File: config.mk
export PLATFORM = sky130hd
export DESIGN_NAME = rgb_led_effect_controller_unit
export DESIGN_NICKNAME = d
export VERILOG_FILES = /design/src/sv/rgbled_pkg.sv /design/src/sv/rgb_led_effect_controller_unit.sv /design/src/sv/rgbled_state.sv /design/src/sv/rgbled_level.sv
export SDC_FILE = /design/constraint.sdc
export NUM_CORES = 1
export LEC_CHECK = 0
export BUFFER_PORTS_ARGS = -buffer_cell sky130_fd_sc_hd__buf_2
export CAP_MARGIN = 20
export CORE_MARGIN = 2
export CORE_UTILIZATION = 60
export DETAILED_ROUTE_END_ITERATION = 6
export PLACE_DENSITY = 0.79
export SYNTH_ARGS = -nofsm -noshare
export SYNTH_HDL_FRONTEND = slang
export SYNTH_SLANG_ARGS = --single-unit
File: constraint.sdc
create_clock -name clk -period 10.7 [get_ports clk]
set_input_delay 1.07 -clock clk [delete_from_list [all_inputs] [get_ports clk]]
set_output_delay 1.07 -clock clk [all_outputs]
set_load 0.1 [all_outputs]
File: src/sv/rgbled_pkg.sv
// rgbled_pkg: request codes, power and animation types, gamma table and
// shared constants for the rgb led effect controller
// no dependencies
package rgbled_pkg;

  typedef enum logic [3:0] {
    REQ_ENABLE     = 4'd0,
    REQ_DISABLE    = 4'd1,
    REQ_ON         = 4'd2,
    REQ_OFF        = 4'd3,
    REQ_BRIGHTNESS = 4'd4,
    REQ_COLOR      = 4'd5,
    REQ_PULSE      = 4'd6,
    REQ_RAINBOW    = 4'd7,
    REQ_TICK       = 4'd8
  } req_t;

  typedef enum logic [2:0] {
    PWR_DISABLED = 3'b001,
    PWR_OFF      = 3'b010,
    PWR_ON       = 3'b100
  } pwr_t;

  typedef enum logic [2:0] {
    FX_NONE    = 3'b001,
    FX_PULSE   = 3'b010,
    FX_RAINBOW = 3'b100
  } fx_t;

  localparam logic [1:0] MODE_DISABLED = 2'd0;
  localparam logic [1:0] MODE_OFF      = 2'd1;
  localparam logic [1:0] MODE_ON       = 2'd2;

  localparam int unsigned PULSE_STEPS   = 32'h200;
  localparam int unsigned RAINBOW_STEPS = 32'h600;
  localparam int unsigned PULSE_BITS    = $clog2(PULSE_STEPS);
  localparam int unsigned RAINBOW_BITS  = $clog2(RAINBOW_STEPS);

  localparam logic [23:0] RAINBOW_START = 24'hff0000;
  localparam logic [7:0]  FULL_BRIGHT   = 8'hff;

  // what the level stage needs from the controller state
  typedef struct packed {
    pwr_t        power;
    logic [23:0] color;
    logic [7:0]  brightness;
  } led_view_t;

  // 8-bit gamma curve close to 255 * (x/255)^2.2
  localparam logic [7:0] GAMMA_TAB [256] = '{
    8'd0,   8'd0,   8'd0,   8'd0,   8'd0,   8'd0,   8'd0,   8'd0,
    8'd0,   8'd0,   8'd0,   8'd0,   8'd0,   8'd0,   8'd0,   8'd0,
    8'd0,   8'd0,   8'd0,   8'd0,   8'd0,   8'd0,   8'd1,   8'd1,
    8'd1,   8'd1,   8'd1,   8'd1,   8'd1,   8'd2,   8'd2,   8'd2,
    8'd2,   8'd2,   8'd2,   8'd3,   8'd3,   8'd3,   8'd3,   8'd3,
    8'd4,   8'd4,   8'd4,   8'd4,   8'd5,   8'd5,   8'd5,   8'd5,
    8'd6,   8'd6,   8'd6,   8'd7,   8'd7,   8'd7,   8'd8,   8'd8,
    8'd8,   8'd9,   8'd9,   8'd9,   8'd10,  8'd10,  8'd11,  8'd11,
    8'd11,  8'd12,  8'd12,  8'd13,  8'd13,  8'd13,  8'd14,  8'd14,
    8'd15,  8'd15,  8'd16,  8'd16,  8'd17,  8'd17,  8'd18,  8'd18,
    8'd19,  8'd19,  8'd20,  8'd21,  8'd21,  8'd22,  8'd22,  8'd23,
    8'd23,  8'd24,  8'd25,  8'd25,  8'd26,  8'd27,  8'd27,  8'd28,
    8'd29,  8'd29,  8'd30,  8'd31,  8'd31,  8'd32,  8'd33,  8'd34,
    8'd34,  8'd35,  8'd36,  8'd37,  8'd37,  8'd38,  8'd39,  8'd40,
    8'd40,  8'd41,  8'd42,  8'd43,  8'd44,  8'd45,  8'd46,  8'd46,
    8'd47,  8'd48,  8'd49,  8'd50,  8'd51,  8'd52,  8'd53,  8'd54,
    8'd55,  8'd56,  8'd57,  8'd58,  8'd59,  8'd60,  8'd61,  8'd62,
    8'd63,  8'd64,  8'd65,  8'd66,  8'd67,  8'd68,  8'd69,  8'd70,
    8'd71,  8'd72,  8'd73,  8'd74,  8'd76,  8'd77,  8'd78,  8'd79,
    8'd80,  8'd81,  8'd83,  8'd84,  8'd85,  8'd86,  8'd88,  8'd89,
    8'd90,  8'd91,  8'd93,  8'd94,  8'd95,  8'd96,  8'd98,  8'd99,
    8'd100, 8'd102, 8'd103, 8'd104, 8'd106, 8'd107, 8'd109, 8'd110,
    8'd111, 8'd113, 8'd114, 8'd116, 8'd117, 8'd119, 8'd120, 8'd121,
    8'd123, 8'd124, 8'd126, 8'd128, 8'd129, 8'd131, 8'd132, 8'd134,
    8'd135, 8'd137, 8'd138, 8'd140, 8'd142, 8'd143, 8'd145, 8'd146,
    8'd148, 8'd150, 8'd151, 8'd153, 8'd155, 8'd157, 8'd158, 8'd160,
    8'd162, 8'd163, 8'd165, 8'd167, 8'd169, 8'd170, 8'd172, 8'd174,
    8'd176, 8'd178, 8'd179, 8'd181, 8'd183, 8'd185, 8'd187, 8'd189,
    8'd191, 8'd193, 8'd194, 8'd196, 8'd198, 8'd200, 8'd202, 8'd204,
    8'd206, 8'd208, 8'd210, 8'd212, 8'd214, 8'd216, 8'd218, 8'd220,
    8'd222, 8'd224, 8'd227, 8'd229, 8'd231, 8'd233, 8'd235, 8'd237,
    8'd239, 8'd241, 8'd244, 8'd246, 8'd248, 8'd250, 8'd252, 8'd255
  };

  function automatic logic [1:0] pwr_code(input pwr_t p);
    logic [1:0] c;
    case (p)
      PWR_ON:  c = MODE_ON;
      PWR_OFF: c = MODE_OFF;
      default: c = MODE_DISABLED;
    endcase
    return c;
  endfunction

endpackage

File: src/sv/rgb_led_effect_controller_unit.sv
// rgb_led_effect_controller_unit: top level, request handshake, state update
// and registered result stage
// depends on rgbled_pkg, rgbled_state, rgbled_level
//
//   channel | direction | ports
//   --------+-----------+----------------------------------------------------
//   in      | input     | in_valid/in_ready, in_req_type, in_value, in_interval
//   out     | output    | out_valid/out_ready, out_{red,green,blue}_level,
//           |           | out_power_mode
//
// one request per cycle sustained while out_ready stays high; a request's result
// passes through the state registers, which take the update at acceptance,
// then the output register, fed by the gamma lookup and 8x8 multiply per channel
// synchronous active-low reset clears state to disabled, no animation, zeros
// a stalled output holds its result; one more request is taken and parked in
// the state registers, then in_ready drops until the output frees
module rgb_led_effect_controller_unit #(
  parameter int unsigned INTERVAL_BITS = 16
) (
  input  logic        clk,
  input  logic        rst_n,
  input  logic        in_valid,
  output logic        in_ready,
  input  logic [3:0]  in_req_type,
  input  logic [23:0] in_value,
  input  logic [15:0] in_interval,
  output logic        out_valid,
  input  logic        out_ready,
  output logic [15:0] out_red_level,
  output logic [15:0] out_green_level,
  output logic [15:0] out_blue_level,
  output logic [1:0]  out_power_mode
);

  rgbled_pkg::led_view_t view;
  logic        in_fire;
  logic        st_valid_r;
  logic        st_adv;
  logic        pwr_on;
  logic [15:0] red_lvl, green_lvl, blue_lvl;
  logic        out_valid_r;
  logic [15:0] red_r, green_r, blue_r;
  logic [1:0]  mode_r;

  // state registers double as the first stage: hold while a result waits
  assign st_adv   = st_valid_r && (!out_valid_r || out_ready);
  assign in_ready = !st_valid_r || st_adv;
  assign in_fire  = in_valid && in_ready;

  rgbled_state #(
    .INTERVAL_BITS(INTERVAL_BITS)
  ) u_state (
    .clk      (clk),
    .rst_n    (rst_n),
    .upd      (in_fire),
    .req_type (in_req_type),
    .value    (in_value),
    .interval (in_interval),
    .view     (view)
  );

  assign pwr_on = (view.power == rgbled_pkg::PWR_ON);

  rgbled_level u_red (
    .on         (pwr_on),
    .component  (view.color[23:16]),
    .brightness (view.brightness),
    .level      (red_lvl)
  );

  rgbled_level u_green (
    .on         (pwr_on),
    .component  (view.color[15:8]),
    .brightness (view.brightness),
    .level      (green_lvl)
  );

  rgbled_level u_blue (
    .on         (pwr_on),
    .component  (view.color[7:0]),
    .brightness (view.brightness),
    .level      (blue_lvl)
  );

  always_ff @(posedge clk) begin
    if (!rst_n) begin
      st_valid_r  <= 1'b0;
      out_valid_r <= 1'b0;
    end else begin
      if (in_fire) begin
        st_valid_r <= 1'b1;
      end else if (st_adv) begin
        st_valid_r <= 1'b0;
      end
      if (st_adv) begin
        out_valid_r <= 1'b1;
      end else if (out_ready) begin
        out_valid_r <= 1'b0;
      end
    end
  end

  always_ff @(posedge clk) begin
    if (st_adv) begin
      red_r   <= red_lvl;
      green_r <= green_lvl;
      blue_r  <= blue_lvl;
      mode_r  <= rgbled_pkg::pwr_code(view.power);
    end
  end

  assign out_valid       = out_valid_r;
  assign out_red_level   = red_r;
  assign out_green_level = green_r;
  assign out_blue_level  = blue_r;
  assign out_power_mode  = mode_r;

endmodule

File: src/sv/rgbled_state.sv
// rgbled_state: command decode and controller state registers (power, color,
// brightness, animation mode and step counters)
// depends on rgbled_pkg
module rgbled_state #(
  parameter int unsigned INTERVAL_BITS = 16
) (
  input  logic                 clk,
  input  logic                 rst_n,
  input  logic                 upd,
  input  logic [3:0]           req_type,
  input  logic [23:0]          value,
  input  logic [15:0]          interval,
  output rgbled_pkg::led_view_t view
);

  rgbled_pkg::pwr_t power_r, power_nxt;
  rgbled_pkg::fx_t  fx_r, fx_nxt;
  logic [23:0] color_r, color_nxt;
  logic [7:0]  bright_r, bright_nxt;
  logic [rgbled_pkg::PULSE_BITS-1:0]   pulse_r, pulse_nxt;
  logic [rgbled_pkg::RAINBOW_BITS-1:0] rainbow_r, rainbow_nxt;
  logic [INTERVAL_BITS-1:0] ival_r, ival_nxt;
  logic [INTERVAL_BITS-1:0] tick_r, tick_nxt;

  logic [INTERVAL_BITS+15:0] ival_wide;
  logic [INTERVAL_BITS-1:0]  ival_in;
  logic [INTERVAL_BITS-1:0]  tick_inc;
  logic                      step_due;

  // pulse ramp
  logic [rgbled_pkg::PULSE_BITS:0] pulse_ramp;
  logic [7:0]                      pulse_bright;

  // rainbow hue wheel
  logic [rgbled_pkg::RAINBOW_BITS-1:0] rb_s;
  logic [rgbled_pkg::RAINBOW_BITS-1:0] rb_next;
  logic [7:0]                          rb_t;
  logic [23:0]                         rb_color;

  assign ival_wide = {{INTERVAL_BITS{1'b0}}, interval};
  assign ival_in   = ival_wide[INTERVAL_BITS-1:0];
  assign tick_inc  = tick_r + 1'b1;
  assign step_due  = (tick_inc >= ival_r) || (tick_inc == '0);

  always_comb begin
    if (pulse_r[rgbled_pkg::PULSE_BITS-1]) begin
      pulse_ramp = (rgbled_pkg::PULSE_BITS+1)'(rgbled_pkg::PULSE_STEPS) - {1'b0, pulse_r};
    end else begin
      pulse_ramp = {1'b0, pulse_r};
    end
    // the peak at half period saturates
    if (pulse_ramp > (rgbled_pkg::PULSE_BITS+1)'(rgbled_pkg::FULL_BRIGHT)) begin
      pulse_bright = rgbled_pkg::FULL_BRIGHT;
    end else begin
      pulse_bright = pulse_ramp[7:0];
    end
  end

  always_comb begin
    if (rainbow_r >= rgbled_pkg::RAINBOW_BITS'(rgbled_pkg::RAINBOW_STEPS)) begin
      rb_s = '0;
    end else begin
      rb_s = rainbow_r;
    end
    rb_t = rb_s[7:0];
    case (rb_s[rgbled_pkg::RAINBOW_BITS-1:8])
      3'd0:    rb_color = {8'hff, rb_t, 8'h00};
      3'd1:    rb_color = {8'hff - rb_t, 8'hff, 8'h00};
      3'd2:    rb_color = {8'h00, 8'hff, rb_t};
      3'd3:    rb_color = {8'h00, 8'hff - rb_t, 8'hff};
      3'd4:    rb_color = {rb_t, 8'h00, 8'hff};
      default: rb_color = {8'hff, 8'h00, 8'hff - rb_t};
    endcase
    if (rb_s == rgbled_pkg::RAINBOW_BITS'(rgbled_pkg::RAINBOW_STEPS - 1)) begin
      rb_next = '0;
    end else begin
      rb_next = rb_s + 1'b1;
    end
  end

  always_comb begin
    power_nxt   = power_r;
    fx_nxt      = fx_r;
    color_nxt   = color_r;
    bright_nxt  = bright_r;
    pulse_nxt   = pulse_r;
    rainbow_nxt = rainbow_r;
    ival_nxt    = ival_r;
    tick_nxt    = tick_r;
    case (req_type)
      rgbled_pkg::REQ_ENABLE:  power_nxt = rgbled_pkg::PWR_OFF;
      rgbled_pkg::REQ_DISABLE: power_nxt = rgbled_pkg::PWR_DISABLED;
      rgbled_pkg::REQ_ON: begin
        if (power_r == rgbled_pkg::PWR_OFF) power_nxt = rgbled_pkg::PWR_ON;
      end
      rgbled_pkg::REQ_OFF: begin
        if (power_r == rgbled_pkg::PWR_ON) power_nxt = rgbled_pkg::PWR_OFF;
      end
      rgbled_pkg::REQ_BRIGHTNESS: begin
        fx_nxt     = rgbled_pkg::FX_NONE;
        bright_nxt = value[7:0];
      end
      rgbled_pkg::REQ_COLOR: begin
        fx_nxt    = rgbled_pkg::FX_NONE;
        color_nxt = value;
      end
      rgbled_pkg::REQ_PULSE, rgbled_pkg::REQ_RAINBOW: begin
        // off and on both end up on, disabled stays disabled
        if (power_r != rgbled_pkg::PWR_DISABLED) power_nxt = rgbled_pkg::PWR_ON;
        if (req_type == rgbled_pkg::REQ_PULSE) begin
          fx_nxt     = rgbled_pkg::FX_PULSE;
          bright_nxt = '0;
          color_nxt  = value;
        end else begin
          fx_nxt     = rgbled_pkg::FX_RAINBOW;
          bright_nxt = rgbled_pkg::FULL_BRIGHT;
          color_nxt  = rgbled_pkg::RAINBOW_START;
        end
        ival_nxt = ival_in;
        tick_nxt = '0;
      end
      rgbled_pkg::REQ_TICK: begin
        if (fx_r != rgbled_pkg::FX_NONE) begin
          if (step_due) begin
            tick_nxt = '0;
            if (fx_r == rgbled_pkg::FX_PULSE) begin
              bright_nxt = pulse_bright;
              pulse_nxt  = pulse_r + 1'b1;
            end else begin
              color_nxt   = rb_color;
              rainbow_nxt = rb_next;
            end
          end else begin
            tick_nxt = tick_inc;
          end
        end
      end
      default: ;
    endcase
  end

  always_ff @(posedge clk) begin
    if (!rst_n) begin
      power_r   <= rgbled_pkg::PWR_DISABLED;
      fx_r      <= rgbled_pkg::FX_NONE;
      color_r   <= '0;
      bright_r  <= '0;
      pulse_r   <= '0;
      rainbow_r <= '0;
      ival_r    <= '0;
      tick_r    <= '0;
    end else if (upd) begin
      power_r   <= power_nxt;
      fx_r      <= fx_nxt;
      color_r   <= color_nxt;
      bright_r  <= bright_nxt;
      pulse_r   <= pulse_nxt;
      rainbow_r <= rainbow_nxt;
      ival_r    <= ival_nxt;
      tick_r    <= tick_nxt;
    end
  end

  assign view.power      = power_r;
  assign view.color      = color_r;
  assign view.brightness = bright_r;

endmodule

File: src/sv/rgbled_level.sv
// rgbled_level: one channel's drive level, gamma lookup times brightness,
// gated by power state
// depends on rgbled_pkg
module rgbled_level (
  input  logic       on,
  input  logic [7:0] component,
  input  logic [7:0] brightness,
  output logic [15:0] level
);

  logic [15:0] prod;

  assign prod  = 16'(rgbled_pkg::GAMMA_TAB[component]) * 16'(brightness);
  assign level = on ? prod : 16'd0;

endmodule

==> summary.txt, run 1 <==
Final Setup Violations: 0
RSZ-0062 raised after global routing: false
Die area: 31600 sq um
Share of the synthesized area in the top cell type: 0.119
Top cells by count, synth: nand2_1, nor2_1, inv_1, a21oi_1, ha_1
Switching part of the total: 0.374
Num ports: 100
First-pass detailed-route iteration total: 6
Met2 Usage GRT: 0.486
Hold crit path type: reg2reg
Worst-skew pair later-pin latency: 450 ps
Crit path cell chain: inv_1, ha_1, nor2_1, a211oi_1, a31oi_1, mux4_2, mux4_2, and2_1, fa_1, fa_1, ha_1, inv_1, fa_1, inv_1, ha_1, nor2b_1, o21ai_0, a21boi_0, o211ai_1, a21oi_1, o31ai_1, xnor2_1, nor2_1
DR iter-0 viols: 2070
Top Usage Layer GRT: met2
Post-synthesis cell type count: 81
DPL Wire Length: 33100 um
Async SR Flop Fraction: 0
Sequential fraction of design power: 0.361
Largest area contributor in the netlist: fa_1
CTS tree: built
Std cell rows: 63
IO buf count: 99
Routed Antenna Nets: 0
Pwr dens: 88.0 nW/um^2
Non-filler instance count after layout: 2752
Max Buffers Root-to-Sink: 2
GRT met1 Usage: 0.402
Setup TNS: 0 ps
# diodes: 0
Vias in the first global route: 15900
Final Hold Viols: 0
Pleak: 8.03 nW
Ranking of synthesized cells by area: fa_1, ha_1, dfxtp_1
Met3 global-route usage: 0.0469
Starting Density: 0.611
Avg WL per Cell: 16.9 um
Count leader, synth: nand2_1
Synthesized instance count: 2399
Max Freq: 133 MHz
Total GRT Usage: 0.298
Largest stage delay on the critical path: 870 ps
Final #Nets: 2667
Clock power share: 0.378
CTS Sinks: 142
Hold_buf cts: 0
Post-Syn Nets: 2717
Width of the die: 178 um
Filler instances: 2572
Share of post-route cells with drive strength above 1: 0.0804
Clock transition at path regs: 70 ps
Post_cts resized: 0
CP bufs+invs: 3
EDFF count, synth: 50
Synthesized area per cell: 7.56 sq um
Req. time, crit path: 10890 ps
Setup WS pre-CTS: 3270 ps
Via count: 17100
FF+latch count, synth: 142
Layout overhead on the synthesized area: 5.54%
Worst IR drop on VDD: 0.103 mV
GPL Wtd Cong: 0.953
Max_cap viols: 0
CTS Buf Count: 17
Ys Warns: 0
Period utilization: 0.704
CP startpoint kind: register
Grt ovf: 0
Setup crit end kind: register
First-pass GRT wire length: 77600 um
Via/cell ratio: 6.22
Worst-path maximum fanout: 22
Critical path class: reg2reg
Status: completed
Total net switching power: 0.000630 W
H-tree Lvls: 4
Internal power: 0.00105 W
Cell family with most CP delay: adder cells
Combinational share of power: 0.261
Sequential cell area fraction in the yosys report: 0.184
# DRC: 0
Final Max Tran Viols: 0
CTS Root Cell: clkbuf_16
DP Area: 18500 sq um
Final worst slack: 3170 ps
Slowest cell on crit path: dfxtp_1
Slew @ Worst Pin: 1060 ps
Cells after DPL: 2720
Post-CTS Setup Repair Bufs: 0
CORE AREA: 29700 sq um
Critical Path AT: 7720 ps
Post-Syn Area: 18100 sq um
Clock Skews: 12.7 ps
Hold Slack: 455 ps
Initial antenna violation count: 0
Fin crit period: 7530 ps
Cell area after layout: 19100 sq um
Die height: 178 um
Dominant synthesized flop cell: dfxtp_1
Final WL: 46500 um
Largest net degree at the start of global routing: 70
Relative slew slack: 0.293
[path summary, 6_finish.rpt]
check | start | endpoint | slack [ps] | cells after the start
worst min register to register | u_state.ival_r[7] | u_state.ival_r[7] | 460 | 2
worst max-delay path | u_state.color_r[9] | out_green_level[15] | 3170 | 23
worst max register to register | u_state.color_r[9] | out_green_level[15] | 3170 | 23
worst min-delay path | u_state.ival_r[7] | u_state.ival_r[7] | 460 | 2
[routing by layer]
metal	share of wire	up-vias
li1	-	8217
met1	0.43	7994
met2	0.46	789
met3	0.075	109
met4	0.029	0
met5	0	-
[registers in the layout, summed over array words and instances (netlist names)]
register / flops
u_state.bright_r: 8
u_state.power_r: 3
out_power_mode: 2
u_state.tick_r: 16
out_red_level: 16
st_valid_r: 1
out_valid: 1
u_state.ival_r: 16
u_state.color_r: 24
u_state.rainbow_r: 11
u_state.pulse_r: 9
out_blue_level: 16
u_state.fx_r: 3
out_green_level: 16
[cell usage in the layout (no fill, tap or decap), types with 25 or more instances in the layout]
master / instances
and2_1: 106
nor3_1: 51
buf_2: 99
dfxtp_1: 91
edfxtp_1: 50
fa_1: 108
nand3_1: 48
xor2_1: 29
a211oi_1: 42
xnor2_1: 28
nor2_1: 237
a31oi_1: 36
o211ai_1: 26
a21oi_1: 191
nand2_1: 248
o21ai_0: 154
nand2b_1: 42
ha_1: 162
inv_1: 216
a311oi_1: 25
[power groups by stage]
stage	registers, W	clock network, W	logic [W]
floorplan	0.000653	0	0.000294
detailed placement	0.000619	0	0.000430
CTS	0.000607	0.000643	0.000432
global placement	0.000618	0	0.000421
finish	0.000608	0.000637	0.000440
global route	0.000611	0.000667	0.000482
[cell type report]
class	count	area, sq um	area share
multi-input cells	1852	13300	0.692
flip-flops and latches	142	3340	0.175
inverters	220	826	0.0431
repair buffers	116	623	0.0325
well taps	390	488	0.0255
clock buffers	18	439	0.0229
clock inverters	14	171	0.00895
[stage by stage]
step	utilization	total power, W
finish	0.644	0.00169
global route	0.644	0.00176
CTS	0.644	0.00168
detailed placement	0.624	0.00105
global placement	0.624	0.00104
floorplan	-	0.000947
[worst reg2reg max path: stages (launching register included)]
cell,delay [ps]
dfxtp_1,870
inv_1,330
ha_1,610
nor2_1,140
a211oi_1,280
a31oi_1,80
mux4_2,480
mux4_2,610
and2_1,240
fa_1,420
fa_1,490
ha_1,290
inv_1,50
fa_1,530
inv_1,40
ha_1,310
nor2b_1,160
o21ai_0,190
a21boi_0,190
o211ai_1,280
a21oi_1,140
o31ai_1,330
xnor2_1,160
nor2_1,50
[logic make-up after synthesis]
kind of cell             count (synthesis)  synth area share
flip-flops                             142             0.184
AND/OR/NAND/NOR                        842             0.219
adder cells (fa/ha/maj)                273             0.233
buffers and inverters                  405            0.0861
AO/OA/AOI/OAI                          649             0.226
multiplexers                            31            0.0244
XOR/XNOR                                57            0.0275
No activity file was read; power rests on OpenSTA's default activity.
==> run 2: changes to the inputs <==
- ABC_AREA: default -> 1
- CORE_UTILIZATION: 60 -> 58
- clock period: 10.7 -> 6.6 ns (I/O delays scaled with it)
==> run 2 against run 1 <==
Clock-buffer cell count unchanged; largest cell class unchanged; non-clock buffer count up 38; design area up 0.27%; fmax up 23%; combinational power up 73%; core utilization about the same; cell count up 13%; sequential power up 60%.
==> summary.txt, run 2 <==
Final #Nets: 3034 (+14%)
RSZ-0062 raised after global routing: false
First-pass GRT wire length: 84000 um (+8.3%)
Num ports: 100 (unchanged)
Worst-path maximum fanout: 9 (-59%)
Hold crit path type: in2reg
Synthesized area per cell: 6.66 sq um (-12%)
Die height: 178 um (+0.22%)
Setup crit end kind: register
Ys Warns: 0 (unchanged)
Largest net degree at the start of global routing: 56 (-20%)
Async SR Flop Fraction: 0 (unchanged)
DPL Wire Length: 39200 um (+18%)
Std cell rows: 63 (unchanged)
GPL Wtd Cong: 1.02 (+7.0%)
Max Freq: 164 MHz (+23%)
Slew @ Worst Pin: 886 ps (-175 ps)
CTS tree: built
CP startpoint kind: register
Post-synthesis cell type count: 55 (-32%)
# DRC: 0 (unchanged)
FF+latch count, synth: 142 (unchanged)
CTS Root Cell: clkbuf_16
Clock Skews: 12.7 ps (+0.0135 ps)
Via/cell ratio: 5.86 (-5.7%)
Cell area after layout: 19200 sq um (+0.27%)
Relative slew slack: 0.409 (+0.116)
Pwr dens: 143 nW/um^2 (+62%)
Largest register FFs: 24 (unchanged)
First-pass detailed-route iteration total: 6 (unchanged)
DP Area: 18600 sq um (+0.24%)
Starting Density: 0.591 (-0.0193)
Pleak: 9.25 nW (+15%)
Setup TNS: 0 ps (unchanged)
Worst-skew pair later-pin latency: 460 ps (about the same)
Layout overhead on the synthesized area: 8.98%
CTS Buf Count: 17 (unchanged)
Critical path class: reg2reg
Period utilization: 0.926 (+0.222)
Total GRT Usage: 0.326 (+0.0281)
Max_cap viols: 0 (unchanged)
Non-filler instance count after layout: 3119 (+13%)
Status: completed
Die area: 31800 sq um (+0.44%)
Dominant synthesized flop cell: dfxtp_1
Fin crit period: 6110 ps (-1420 ps)
Final Max Tran Viols: 0 (unchanged)
Vias in the first global route: 17500 (+9.9%)
Req. time, crit path: 6810 ps (-4080 ps)
CORE AREA: 29800 sq um (+0.27%)
Post-Syn Nets: 2962 (+9.0%)
Cells after DPL: 3085 (+13%)
Clock transition at path regs: 70 ps (about the same)
Critical Path AT: 6320 ps (-1400 ps)
Share of the synthesized area in the top cell type: 0.123 (+0.00355)
Final WL: 51100 um (+9.7%)
Post-layout util: 0.644 (about the same)
Synthesized instance count: 2644 (+10%)
Share of post-route cells with drive strength above 1: 0.0817 (+0.00127)
EDFF count, synth: 50 (unchanged)
Sequential cell area fraction in the yosys report: 0.190 (+0.00550)
Max Buffers Root-to-Sink: 2 (unchanged)
Final Setup Violations: 0 (unchanged)
Top cells by count, synth: nand2_1, inv_1, nor2_1, a21oi_1, o21ai_0
Most flops, register: u_state.color_r
Width of the die: 178 um (+0.22%)
CTS Sinks: 142 (unchanged)
Ranking of synthesized cells by area: fa_1, nand2_1, ha_1
Count leader, synth: nand2_1
Routed Antenna Nets: 0 (unchanged)
Initial antenna violation count: 0 (unchanged)
DR iter-0 viols: 1719 (-17%)
H-tree Lvls: 4 (unchanged)
Via count: 18300 (+6.9%)
Final Hold Viols: 0 (unchanged)
Avg WL per Cell: 16.4 um (-3.2%)
Most frequent cells in the layout: nand2_1, inv_1, nor2_1, a21oi_1, o21ai_0
Post-Syn Area: 17600 sq um (-2.9%)
Largest area contributor in the netlist: fa_1
Grt ovf: 0 (unchanged)
Worst IR drop on VDD: 0.151 mV (+46%)
Commonest non-fill, non-tap cell in the layout: nand2_1
# diodes: 0 (unchanged)
IO buf count: 99 (unchanged)
==> run 2: worst paths after layout <==
path / from / slack (ps) / depth (start not counted) / to
worst max-delay path: u_state.color_r[8] / 490 / 27 / out_green_level[12]
worst min-delay path: in_interval[0] / 440 / 3 / u_state.ival_r[0]
worst max register to register: u_state.color_r[8] / 490 / 27 / out_green_level[12]
worst min register to register: u_state.ival_r[15] / 470 / 2 / u_state.ival_r[15]
==> run 2: report_power, final <==
group / switching (W) / internal [W] / total, W / leakage [nW]
clock: 0.000494 / 0.000515 / 0.00101 / 0.290
sequential: 0.0000367 / 0.000934 / 0.000971 / 1.22
combinational: 0.000550 / 0.000211 / 0.000761 / 7.74
total: 0.00108 / 0.00166 / 0.00274 / 9.25
==> run 2: stage by stage <==
stage | hold WS [ps] | power [W] | setup WS [ps]
after global routing | 442 | 0.00286 | 75.6
after floorplan | 435 | 0.00153 | 1110
after CTS | 426 | 0.00273 | 452
after global placement | 452 | 0.00172 | 619
after detailed placement | 460 | 0.00173 | 479
final | 437 | 0.00274 | 492
==> run 2: worst max-delay path, stage by stage, from the launching register on <==
cell and delay [ps]:
dfxtp_1 470, inv_2 160, ha_1 370, nand2_1 220, nand3_1 100, nand2_1 70
nand2_1 50, nand3_1 90, o221ai_1 120, nand2_1 90, nand3_1 310, nand2_1 170
nand2_1 90, fa_1 540, inv_1 60, fa_1 530, inv_1 50, fa_1 500
fa_1 540, inv_1 40, ha_1 390, a21oi_1 90, o21ai_0 220, a21oi_1 100
nor3_1 160, nor2_1 80, o21ai_0 170, a21oi_1 60
==> run 2: logic make-up after synthesis <==
kind of cell,count (synthesis),share of synthesized area
DFF,142,0.190
AOI/OAI and AO/OA,552,0.179
buffers and inverters,540,0.118
adders and majority gates,270,0.238
xor gates and xnor gates,16,0.00795
and+or+nand+nor,1124,0.268
==> run 2: metal layers <==
layer	GRT usage	vias up	share of wire
li1	-	8813	-
met4	0.132	0	0.030
met2	0.540	927	0.46
met5	0	-	0
met1	0.429	8392	0.42
met3	0.0473	152	0.083
==> run 2: repair_timing <==
action,4_1_cts,5_1_grt
buffers inserted,0,1
hold buffers,0,0
gates resized for setup,0,3
setup endpoints to repair,0,4
==> run 2: area by class of cell <==
type / count / area (sq um)
fill: 2697 / 10600
inverter: 439 / 1650
clock buffer: 18 / 439
timing repair buffer: 154 / 928
sequential: 142 / 3340
tap: 390 / 488
multi-input combinational: 1962 / 12200
clock inverter: 14 / 141
